===== src/rcg_pkg.sv =====
`timescale 1ns / 1ps
// ----------------------------------------------------------------------------
// rcg_pkg
// Shared types, step codes and register indexes for the Rossler chaos generator.
// ----------------------------------------------------------------------------
package rcg_pkg;

    // Coefficients that the core needs for one step.
    typedef struct packed {
        logic signed [31:0] a;
        logic signed [31:0] b;
        logic signed [31:0] c;
        logic [30:0]        w;
        logic [30:0]        h;
    } coef_t;

    typedef logic [4:0] step_t;

    // Sequencer steps; each step is one serial multiplication and its write back.
    localparam step_t OP_EY1  = 5'd0;
    localparam step_t OP_EZ1  = 5'd1;
    localparam step_t OP_DX1  = 5'd2;
    localparam step_t OP_DY1  = 5'd3;
    localparam step_t OP_DZ1  = 5'd4;
    localparam step_t OP_K1   = 5'd5;
    localparam step_t OP_T    = 5'd8;
    localparam step_t OP_EY2  = 5'd11;
    localparam step_t OP_EZ2  = 5'd12;
    localparam step_t OP_DX2  = 5'd13;
    localparam step_t OP_DY2  = 5'd14;
    localparam step_t OP_DZ2  = 5'd15;
    localparam step_t OP_K2   = 5'd16;
    localparam step_t OP_HALF = 5'd19;
    localparam step_t OP_FIN  = 5'd22;
    localparam step_t OP_DAC  = 5'd25;

    // Register indexes of the configuration port.
    localparam logic [2:0] REG_A0 = 3'd0;
    localparam logic [2:0] REG_B0 = 3'd1;
    localparam logic [2:0] REG_C0 = 3'd2;
    localparam logic [2:0] REG_A1 = 3'd3;
    localparam logic [2:0] REG_B1 = 3'd4;
    localparam logic [2:0] REG_C1 = 3'd5;
    localparam logic [2:0] REG_W  = 3'd6;
    localparam logic [2:0] REG_H  = 3'd7;

endpackage


===== src/rcg_sermul.sv =====
`timescale 1ns / 1ps
// ----------------------------------------------------------------------------
// rcg_sermul
// Bit-serial signed multiplier: one multiplier bit per clock, shift and add.
// ----------------------------------------------------------------------------
module rcg_sermul #(
    parameter int W = 34
) (
    input  logic                clk,
    input  logic                rst_n,
    input  logic                start,
    input  logic signed [W-1:0] opa,
    input  logic signed [W-1:0] opb,
    output logic                busy,
    output logic [2*W-1:0]      prod
);

    localparam int CW = $clog2(W);

    logic [W:0]    hi_reg;
    logic [W-1:0]  lo_reg;
    logic [W-1:0]  a_reg;
    logic [CW-1:0] cnt_reg;
    logic          busy_reg;
    logic [W:0]    a_ext;
    logic [W:0]    sum;

    assign a_ext = {a_reg[W-1], a_reg};

    // The last multiplier bit carries negative weight.
    always_comb
    begin
        sum = hi_reg;
        if (lo_reg[0])
        begin
            if (cnt_reg == CW'(W - 1))
                sum = hi_reg - a_ext;
            else
                sum = hi_reg + a_ext;
        end
    end

    always_ff @(posedge clk or negedge rst_n)
    begin
        if (!rst_n)
        begin
            busy_reg <= 1'b0;
            cnt_reg  <= '0;
        end
        else if (start)
        begin
            busy_reg <= 1'b1;
            cnt_reg  <= '0;
        end
        else if (busy_reg)
        begin
            cnt_reg <= cnt_reg + 1'b1;
            if (cnt_reg == CW'(W - 1))
                busy_reg <= 1'b0;
        end
    end

    always_ff @(posedge clk)
    begin
        if (start)
        begin
            hi_reg <= '0;
            lo_reg <= opb;
            a_reg  <= opa;
        end
        else if (busy_reg)
        begin
            hi_reg <= {sum[W], sum[W:1]};
            lo_reg <= {sum[0], lo_reg[W-1:1]};
        end
    end

    assign busy = busy_reg;
    assign prod = {hi_reg[W-1:0], lo_reg};

endmodule


===== src/rcg_core.sv =====
`timescale 1ns / 1ps
// ----------------------------------------------------------------------------
// rcg_core
// Step sequencer: runs the Ralston step and the DAC scaling on one serial
// multiplier, one multiplication per sequencer step.
// ----------------------------------------------------------------------------
module rcg_core
    import rcg_pkg::*;
#(
    parameter int FRAC_BITS = 16
) (
    input  logic               clk,
    input  logic               rst_n,
    input  logic               start,
    input  coef_t              coef,
    input  logic               res_take,
    output logic               idle,
    output logic               res_valid,
    output logic [11:0]        dac,
    output logic signed [31:0] px,
    output logic signed [31:0] py,
    output logic signed [31:0] pz
);

    localparam int F = FRAC_BITS;
    localparam logic [63:0] C23_64  = (64'd2 << F) / 64'd3;
    localparam logic [63:0] C14_64  = (64'd1 << F) / 64'd4;
    localparam logic [63:0] C34_64  = (64'd3 << F) / 64'd4;
    localparam logic [63:0] MINX_64 = (64'd95 << F) / 64'd10;
    localparam logic [63:0] MAXX_64 = (64'd1208 << F) / 64'd100;
    localparam logic [63:0] SPAN_64 = MAXX_64 + MINX_64;
    localparam logic [63:0] CDAC_64 = (64'd4095 << (2 * F)) / SPAN_64;
    localparam logic [63:0] X0_64   = (64'd1 << F) / 64'd10;

    typedef enum logic [4:0] {
        S_IDLE  = 5'b00001,
        S_ISSUE = 5'b00010,
        S_MUL   = 5'b00100,
        S_WB    = 5'b01000,
        S_DONE  = 5'b10000
    } state_t;

    state_t state_reg, state_next;
    step_t  op_reg, op_next;

    logic signed [31:0] y_reg [3];
    logic signed [31:0] t_reg [3];
    logic signed [31:0] k1_reg [3];
    logic signed [31:0] k2_reg [3];
    logic signed [31:0] ey_reg;
    logic signed [31:0] ez_reg;
    logic [11:0]        dac_reg;

    logic               pass2;
    logic signed [31:0] q0, q1, q2;
    logic [1:0]         idx;
    logic [33:0]        opa, opb;
    logic               mul_start;
    logic               mul_busy;
    logic [67:0]        prod;
    logic [31:0]        m32;
    logic [33:0]        dval;
    logic               dpos;

    function automatic logic [33:0] sx34(input logic [31:0] v);
        return {{2{v[31]}}, v};
    endfunction

    function automatic logic [33:0] zx34(input logic [30:0] v);
        return {3'b000, v};
    endfunction

    assign pass2 = (op_reg >= OP_EY2);
    assign q0    = pass2 ? t_reg[0] : y_reg[0];
    assign q1    = pass2 ? t_reg[1] : y_reg[1];
    assign q2    = pass2 ? t_reg[2] : y_reg[2];
    assign dval  = sx34(y_reg[0]) + MINX_64[33:0];
    assign dpos  = !dval[33] && (dval != '0);
    assign m32   = prod[F+31:F];

    // Operand selection for the current step.
    always_comb
    begin
        opa = '0;
        opb = '0;
        idx = 2'd0;
        case (op_reg) inside
            OP_EY1, OP_EY2:
            begin
                opa = sx34(coef.a);
                opb = sx34(q1);
            end
            OP_EZ1, OP_EZ2:
            begin
                opa = sx34(q2);
                opb = sx34(q0 - coef.c);
            end
            OP_DX1, OP_DX2:
            begin
                opa = zx34(coef.w);
                opb = sx34(-q1 - q2);
            end
            OP_DY1, OP_DY2:
            begin
                opa = zx34(coef.w);
                opb = sx34(ey_reg);
            end
            OP_DZ1, OP_DZ2:
            begin
                opa = zx34(coef.w);
                opb = sx34(ez_reg);
            end
            [OP_K1:OP_K1+5'd2]:
            begin
                idx = 2'(op_reg - OP_K1);
                opa = zx34(coef.h);
                opb = sx34(k1_reg[idx]);
            end
            [OP_T:OP_T+5'd2]:
            begin
                idx = 2'(op_reg - OP_T);
                opa = sx34(k1_reg[idx]);
                opb = C23_64[33:0];
            end
            [OP_K2:OP_K2+5'd2]:
            begin
                idx = 2'(op_reg - OP_K2);
                opa = zx34(coef.h);
                opb = sx34(k2_reg[idx]);
            end
            [OP_HALF:OP_HALF+5'd2]:
            begin
                idx = 2'(op_reg - OP_HALF);
                opa = sx34(k1_reg[idx]);
                opb = C14_64[33:0];
            end
            [OP_FIN:OP_FIN+5'd2]:
            begin
                idx = 2'(op_reg - OP_FIN);
                opa = sx34(k2_reg[idx]);
                opb = C34_64[33:0];
            end
            OP_DAC:
            begin
                opa = CDAC_64[33:0];
                opb = dval;
            end
            default:
            begin
                opa = '0;
                opb = '0;
            end
        endcase
    end

    always_comb
    begin
        state_next = state_reg;
        op_next    = op_reg;
        unique case (state_reg)
            S_IDLE:
            begin
                if (start)
                begin
                    state_next = S_ISSUE;
                    op_next    = OP_EY1;
                end
            end
            S_ISSUE: state_next = S_MUL;
            S_MUL:
            begin
                if (!mul_busy)
                    state_next = S_WB;
            end
            S_WB:
            begin
                if (op_reg == OP_DAC)
                    state_next = S_DONE;
                else
                begin
                    state_next = S_ISSUE;
                    op_next    = op_reg + 5'd1;
                end
            end
            S_DONE:
            begin
                if (res_take)
                    state_next = S_IDLE;
            end
            default: state_next = S_IDLE;
        endcase
    end

    always_ff @(posedge clk or negedge rst_n)
    begin
        if (!rst_n)
        begin
            state_reg <= S_IDLE;
            op_reg    <= OP_EY1;
            y_reg[0]  <= X0_64[31:0];
            y_reg[1]  <= '0;
            y_reg[2]  <= '0;
        end
        else
        begin
            state_reg <= state_next;
            op_reg    <= op_next;
            if (state_reg == S_WB)
            begin
                case (op_reg) inside
                    [OP_FIN:OP_FIN+5'd2]: y_reg[idx] <= t_reg[idx] + m32;
                    default: ;
                endcase
            end
        end
    end

    // Write back of the intermediate values.
    always_ff @(posedge clk)
    begin
        if (state_reg == S_WB)
        begin
            case (op_reg) inside
                OP_EY1, OP_EY2: ey_reg <= m32 + q0;
                OP_EZ1, OP_EZ2: ez_reg <= coef.b + m32;
                OP_DX1: k1_reg[0] <= m32;
                OP_DY1: k1_reg[1] <= m32;
                OP_DZ1: k1_reg[2] <= m32;
                OP_DX2: k2_reg[0] <= m32;
                OP_DY2: k2_reg[1] <= m32;
                OP_DZ2: k2_reg[2] <= m32;
                [OP_K1:OP_K1+5'd2]: k1_reg[idx] <= m32;
                [OP_K2:OP_K2+5'd2]: k2_reg[idx] <= m32;
                [OP_T:OP_T+5'd2], [OP_HALF:OP_HALF+5'd2]: t_reg[idx] <= y_reg[idx] + m32;
                OP_DAC:
                begin
                    if (!dpos)
                        dac_reg <= '0;
                    else if (prod[67:2*F+12] != '0)
                        dac_reg <= 12'hFFF;
                    else
                        dac_reg <= prod[2*F+11:2*F];
                end
                default: ;
            endcase
        end
    end

    assign mul_start = (state_reg == S_ISSUE);

    rcg_sermul #(
        .W(34)
    ) u_mul (
        .clk   (clk),
        .rst_n (rst_n),
        .start (mul_start),
        .opa   (opa),
        .opb   (opb),
        .busy  (mul_busy),
        .prod  (prod)
    );

    assign idle      = (state_reg == S_IDLE);
    assign res_valid = (state_reg == S_DONE);
    assign dac       = dac_reg;
    assign px        = y_reg[0];
    assign py        = y_reg[1];
    assign pz        = y_reg[2];

endmodule


===== src/rossler_chaos_generator.sv =====
`timescale 1ns / 1ps
// ----------------------------------------------------------------------------
// rossler_chaos_generator
// Rossler attractor stepped by Ralston RK2 in fixed point, with a DAC code.
// ----------------------------------------------------------------------------
// Each accepted input transaction (a tick carrying param_set) advances the
// state (x, y, z) by one Ralston second-order Runge-Kutta step using
// coefficient set 0 or 1, and produces one output transaction with the new
// state and a 12-bit DAC code of x saturated to 0..4095. All arithmetic runs
// on a single bit-serial 34x34 multiplier: a step is 26 multiplications,
// each an issue, the shift-add passes, a state that sees the multiplier
// finish and a write back; that multiplier sets the rate.
// in_stall is high while a step is in progress and while a finished
// step waits for the output register; the result lands in that register, so
// the next tick is taken while the previous result still waits on out_stall.
// The coefficients, time scale and step size sit behind an APB-style port at
// byte offsets 4*i and must only be written while the block is idle.
// ----------------------------------------------------------------------------
module rossler_chaos_generator
    import rcg_pkg::*;
#(
    parameter int FRAC_BITS = 16
) (
    input  logic               clk,
    input  logic               rst_n,
    input  logic               psel,
    input  logic               penable,
    input  logic               pwrite,
    input  logic [4:0]         paddr,
    input  logic [31:0]        pwdata,
    output logic [31:0]        prdata,
    output logic               pready,
    input  logic               in_valid,
    output logic               in_stall,
    input  logic               param_set,
    output logic               out_valid,
    input  logic               out_stall,
    output logic [11:0]        dac_code,
    output logic signed [31:0] pos_x_out,
    output logic signed [31:0] pos_y_out,
    output logic signed [31:0] pos_z_out
);

    localparam int F = FRAC_BITS;
    localparam logic [63:0] A0_RST = (64'd2 << F) / 64'd10;
    localparam logic [63:0] C0_RST = (64'd57 << F) / 64'd10;
    localparam logic [63:0] A1_RST = (64'd3 << F) / 64'd10;
    localparam logic [63:0] C1_RST = 64'd4 << F;
    localparam logic [63:0] W_RST  = 64'd200 << F;
    localparam logic [63:0] H_RST  = (64'd1 << F) / 64'd10000;

    logic signed [31:0] a0_reg, b0_reg, c0_reg, a1_reg, b1_reg, c1_reg;
    logic [30:0]        w_reg, h_reg;
    logic               set_reg;
    logic               out_valid_reg;
    logic [11:0]        dac_reg;
    logic signed [31:0] x_out_reg, y_out_reg, z_out_reg;

    logic               cfg_wr;
    logic               in_take;
    logic               out_free;
    logic               core_idle;
    logic               res_valid;
    logic               res_take;
    coef_t              coef;
    logic [11:0]        core_dac;
    logic signed [31:0] core_x, core_y, core_z;

    // Configuration register file; writes land on the access phase.
    assign pready = 1'b1;
    assign cfg_wr = psel && penable && pwrite;

    always_ff @(posedge clk or negedge rst_n)
    begin
        if (!rst_n)
        begin
            a0_reg <= A0_RST[31:0];
            b0_reg <= A0_RST[31:0];
            c0_reg <= C0_RST[31:0];
            a1_reg <= A1_RST[31:0];
            b1_reg <= A1_RST[31:0];
            c1_reg <= C1_RST[31:0];
            w_reg  <= W_RST[30:0];
            h_reg  <= H_RST[30:0];
        end
        else if (cfg_wr)
        begin
            unique case (paddr[4:2])
                REG_A0: a0_reg <= pwdata;
                REG_B0: b0_reg <= pwdata;
                REG_C0: c0_reg <= pwdata;
                REG_A1: a1_reg <= pwdata;
                REG_B1: b1_reg <= pwdata;
                REG_C1: c1_reg <= pwdata;
                REG_W:  w_reg  <= pwdata[30:0];
                REG_H:  h_reg  <= pwdata[30:0];
                default: ;
            endcase
        end
    end

    always_comb
    begin
        unique case (paddr[4:2])
            REG_A0:  prdata = a0_reg;
            REG_B0:  prdata = b0_reg;
            REG_C0:  prdata = c0_reg;
            REG_A1:  prdata = a1_reg;
            REG_B1:  prdata = b1_reg;
            REG_C1:  prdata = c1_reg;
            REG_W:   prdata = {1'b0, w_reg};
            REG_H:   prdata = {1'b0, h_reg};
            default: prdata = '0;
        endcase
    end

    // The tick's set choice is held for the whole step.
    assign in_stall = !core_idle;
    assign in_take  = in_valid && !in_stall;

    always_ff @(posedge clk)
    begin
        if (in_take)
            set_reg <= param_set;
    end

    assign coef.a = set_reg ? a1_reg : a0_reg;
    assign coef.b = set_reg ? b1_reg : b0_reg;
    assign coef.c = set_reg ? c1_reg : c0_reg;
    assign coef.w = w_reg;
    assign coef.h = h_reg;

    rcg_core #(
        .FRAC_BITS(FRAC_BITS)
    ) u_core (
        .clk       (clk),
        .rst_n     (rst_n),
        .start     (in_take),
        .coef      (coef),
        .res_take  (res_take),
        .idle      (core_idle),
        .res_valid (res_valid),
        .dac       (core_dac),
        .px        (core_x),
        .py        (core_y),
        .pz        (core_z)
    );

    // Output register: a finished step moves in once the slot is free.
    assign out_free = !out_valid_reg || !out_stall;
    assign res_take = res_valid && out_free;

    always_ff @(posedge clk or negedge rst_n)
    begin
        if (!rst_n)
            out_valid_reg <= 1'b0;
        else if (out_free)
            out_valid_reg <= res_valid;
    end

    always_ff @(posedge clk)
    begin
        if (res_take)
        begin
            dac_reg   <= core_dac;
            x_out_reg <= core_x;
            y_out_reg <= core_y;
            z_out_reg <= core_z;
        end
    end

    assign out_valid = out_valid_reg;
    assign dac_code  = dac_reg;
    assign pos_x_out = x_out_reg;
    assign pos_y_out = y_out_reg;
    assign pos_z_out = z_out_reg;

endmodule


===== config.mk =====
export PLATFORM = sky130hd
export DESIGN_NAME = rossler_chaos_generator
export DESIGN_NICKNAME = d
export VERILOG_FILES = /design/src/rcg_pkg.sv /design/src/rcg_sermul.sv /design/src/rcg_core.sv /design/src/rossler_chaos_generator.sv
export SDC_FILE = /design/constraint.sdc
export NUM_CORES = 2
export LEC_CHECK = 0
export BUFFER_PORTS_ARGS = -buffer_cell sky130_fd_sc_hd__buf_4
export CORE_UTILIZATION = 45
export DETAILED_ROUTE_END_ITERATION = 7
export HOLD_SLACK_MARGIN = 0.03
export SYNTH_ARGS = -nofsm -noshare
export SYNTH_HDL_FRONTEND = slang
export SYNTH_SLANG_ARGS = --single-unit

===== constraint.sdc =====
create_clock -name clk -period 6.75 [get_ports clk]
set_input_delay 0.3375 -clock clk [delete_from_list [all_inputs] [get_ports clk]]
set_output_delay 0.3375 -clock clk [all_outputs]
set_load 0.03 [all_outputs]

==> summary by stage <==
Synthesis
Sorting the synthesized cells by area gives the leading types as sky130_fd_sc_hd__edfxtp_1, sky130_fd_sc_hd__dfrtp_1, sky130_fd_sc_hd__mux2_2. The number of enable flip-flop cells after synthesis is 635. The count of yosys warnings during synthesis is 0.

The number of distinct standard cells referenced by the synthesized netlist is 102. Synthesis produced a netlist whose cell count is 5249. A synthesized cell averages 11.5 sq um. The most instantiated flip-flop cell in the synthesis netlist is sky130_fd_sc_hd__edfxtp_1. Of all flip-flops after synthesis, the portion carrying an async set or reset was 35.5%.

The number of synthesized register bits is 1037. The biggest area contributor in the post-synthesis netlist is sky130_fd_sc_hd__edfxtp_1. The area share of the leading cell type in the synthesized netlist is 31.7%. Sequential elements use 48.3% of the synthesized area. The post-synthesis cell area is 60100 sq um.

Finish
Summing all non-filler instances in the final layout gives an area of 68300 sq um. The total number of nets in the final design is 5784. The share of final-layout standard cells stronger than drive strength 1 is 20.8%. The count of fill cells added during filler insertion is 11500.

The area growth from synthesis to layout is 13.6%.

Timing
The portion of the clock cycle consumed by the worst path in the final layout is 95.1%. The minimum clock period is 6.42 ns. Setup repair after global routing left no endpoint under its margin.

The final number of hold-violating endpoints is 0. The final count of pins violating max slew is 0. Setup violations remaining at the end of the flow were counted as 0. The final-layout setup total negative slack is 0 ns. For this run, the top clock speed supported by timing is 156 MHz.

On the final layout, the worst clock skew is 0.0335 ns. The slew of the pin with the lowest slew margin is 1.22 ns. The worst slew margin relative to its limit is 18.3%.

Placement
The congestion estimate from routability-driven global placement came to 0.969. The detailed placement HPWL is 149 mm. The cell area reported after detailed placement is 64100 sq um. Buffers placed on the I/O ports in this run total 184.

Clocking
Counting the buffers created by CTS gives 114. The clock-pin transition on the worst setup and hold timing paths is 0.06 ns. The clock tree from TritonCTS is done.

The clock passes through at most 3 buffers. The tree built by TritonCTS fans out to 1037 sinks. Clock latency on the worst-skew pair, taken at its later pin, is 0.76 ns. The H-tree was split into 3 levels. The setup fix buffers added after clock tree synthesis is 0.

The root buffer selected by CTS is sky130_fd_sc_hd__clkbuf_16.

Critical path
The launch point of the critical path is u_core.op_reg[1]. Together, buffers and inverters on the worst path number 5. For this design, the slowest cell found on the critical path is sky130_fd_sc_hd__o311ai_0. Traced cell by cell, the critical path runs through clkinv_1, buf_4, ha_2, mux2i_1, or3_2, nand4_1, a311o_2, buf_4, buf_6, nand2_1, and3_1, a31oi_1, ha_1, a21o_1, nand2_1, nand2_1, o311ai_0, buf_4, a21oi_1, a21oi_1, o21ai_0, a21oi_1, xnor2_1, o21ai_1. The cell family with the largest share of critical-path delay is compound AO/OA/AOI/OAI gates. The maximum fanout along the worst path is 44. The worst path arrival time is 7.01 ns.

The delay of the slowest critical-path stage is 0.62 ns. The capturing element type of the critical path is a flip-flop. At the worst endpoint, the required time is 7.34 ns. STA classifies the critical path startpoint as a flip-flop. The beginning of the worst register-to-register path is u_core.op_reg[1]. The critical path in this run is classified as reg2reg.

Global route
The initial antenna violation count came to 11. The total overflow left after global routing is 0. The via count of the first global-routing pass came to 43700.

The first global-routing pass estimated 299 mm of wire. For this run, the total global-route usage over all layers was measured as 30.1%. The maximum number of pins on one net before global-route repair is 166.

Floorplanning
The die covers 135000 sq um. For this configuration, the core starts out at a cell density of 45.5%. The core area is 132000 sq um. The number of core rows is 133. In this run the vertical extent of the chip is 367 um. 188 I/O pins were placed.

The die width is 367 um.

Drt
The number of design-rule violations left by the first detailed-router iteration is 5521. The detailed-route wire length per cell is 28.2 um. The pre-antenna-repair detailed-routing pass consisted of 6 iterations. The total via count after detailed routing is 45900. The count of nets left with antenna violations after detail routing is 0. For this run, design rule violations remaining after detail routing come to 0. The detailed-route vias per instance is 6.26. The wire length after detailed routing is 207 mm.

Outcome
The flow ran to the end, and the final reports show no timing, DRC or antenna violations.

Power and ir drop
The largest voltage drop on the vdd net is 0.000227 V. The analysis attributes to cell leakage a power of 27.4 nW. The total power divided by cell area is 319 nW/um^2.

Min path
The tightest min-delay check is of the in2async type.

Flow run
Across the run, the number of max-cap violations was 0.
kinds of logic after synthesis:
| kind of cell | count (synthesis) | share of synthesized area, % |
|---|---|---|
| fa+ha+maj | 266 | 5.63 |
| buf+inv | 363 | 2.44 |
| other cells | 2 | 0.0125 |
| flops | 1037 | 48.3 |
| compound gates | 1293 | 13.8 |
| xor+xnor | 233 | 3.40 |
| mux | 763 | 16.8 |
| simple gates | 1292 | 9.61 |
per-layer routing:
metal / GRT usage [%] / share of wire [%]
met2: 45.7 / 44
met1: 42.8 / 43
met5: 0 / 0.013
met4: 8.81 / 3.0
met3: 6.90 / 9.8
per-stage QoR:
| stage | util [%] | cells | power (mW) | hold slack (ns) | setup WS, ns |
|---|---|---|---|---|---|
| floorplan | - | 5280 | 13.0 | 0.0419 | 0.0868 |
| global placement | 48.6 | 7075 | 15.2 | 0.405 | 0.275 |
| detailed placement | 48.6 | 7075 | 15.3 | 0.405 | 0.272 |
| CTS | 51.7 | 7328 | 21.7 | 0.242 | 0.229 |
| global route | 51.7 | 7328 | 22.7 | 0.284 | 0.0205 |
| finish | 51.7 | 7331 | 21.8 | 0.250 | 0.330 |
synth_stat cells (93+ instances only):
cell and count:
sky130_fd_sc_hd__a211oi_1 104, sky130_fd_sc_hd__a21o_1 93, sky130_fd_sc_hd__a21oi_1 333, sky130_fd_sc_hd__clkbuf_1 183, sky130_fd_sc_hd__dfrtp_1 313, sky130_fd_sc_hd__edfxtp_1 635, sky130_fd_sc_hd__ha_1 259, sky130_fd_sc_hd__mux2_2 343
sky130_fd_sc_hd__mux2i_1 241, sky130_fd_sc_hd__mux4_2 159, sky130_fd_sc_hd__nand2_1 588, sky130_fd_sc_hd__nand3_1 101, sky130_fd_sc_hd__nor2_1 306, sky130_fd_sc_hd__o21ai_0 246, sky130_fd_sc_hd__xnor2_1 145
timing repair:
item,4_1_cts,5_1_grt
resized for setup,0,2
setup endpoints to repair,0,5
endpoints found under the hold margin,359,0
hold buffers,37,0
power breakdown:
group          internal [mW]  total (mW)  switching, mW
Combinational           2.59        6.55           3.96
Clock                   3.63        6.41           2.77
Sequential              7.93        8.84          0.912
Total                   14.1        21.8           7.65
final cells by class:
class	count	area, sq um	share of cell area (%)
multi-input combinational	3880	30000	43.9
timing repair buffer	365	2940	4.30
inverter	75	282	0.412
sequential	1037	29000	42.5
antenna	3	7.51	0.0110
clock buffer	154	3260	4.77
clock inverter	62	563	0.824
tap	1755	2200	3.22
worst paths after layout:
path | to | slack, ns | cells past startpoint
setup / recovery | u_core.py[31] | 0.33 | 24
hold / removal | h_reg[30] | 0.25 | 2
setup reg to reg | u_core.py[31] | 0.33 | 24
hold reg to reg | dac_code[11] | 0.41 | 0
max in group asynchronous | u_core.op_reg[1] | 4.90 | 3
min in group clk | set_reg | 0.32 | 2
cells in the final DEF, fill, tap and decap left out, types with 37 or more instances in the layout:
cell | Yosys | routed
sky130_fd_sc_hd__a21o_1 | 93 | 92
sky130_fd_sc_hd__mux2_2 | 343 | 343
sky130_fd_sc_hd__a31oi_1 | 65 | 65
sky130_fd_sc_hd__a21oi_1 | 333 | 327
sky130_fd_sc_hd__mux2i_1 | 241 | 241
sky130_fd_sc_hd__a22oi_1 | 42 | 42
sky130_fd_sc_hd__mux4_2 | 159 | 159
sky130_fd_sc_hd__dfstp_2 | 55 | 55
sky130_fd_sc_hd__ha_1 | 259 | 258
sky130_fd_sc_hd__buf_4 | 7 | 318
sky130_fd_sc_hd__nand3_1 | 101 | 99
sky130_fd_sc_hd__clkbuf_16 | 0 | 120
sky130_fd_sc_hd__xnor2_1 | 145 | 145
sky130_fd_sc_hd__o211ai_1 | 43 | 43
sky130_fd_sc_hd__o21ai_1 | 57 | 56
sky130_fd_sc_hd__o221ai_1 | 39 | 39
sky130_fd_sc_hd__xor2_1 | 88 | 88
sky130_fd_sc_hd__o21ai_0 | 246 | 244
sky130_fd_sc_hd__edfxtp_1 | 635 | 635
sky130_fd_sc_hd__dfrtp_1 | 313 | 310
sky130_fd_sc_hd__a211oi_1 | 104 | 104
sky130_fd_sc_hd__inv_1 | 70 | 70
sky130_fd_sc_hd__nand2_1 | 588 | 585
sky130_fd_sc_hd__nor2_1 | 306 | 291
sky130_fd_sc_hd__dlygate4sd3_1 | 0 | 37
sky130_fd_sc_hd__nand2b_1 | 44 | 44
sky130_fd_sc_hd__o21a_1 | 45 | 45
sky130_fd_sc_hd__and3_1 | 50 | 49
Note: power is estimated with default switching activity, not from simulation.
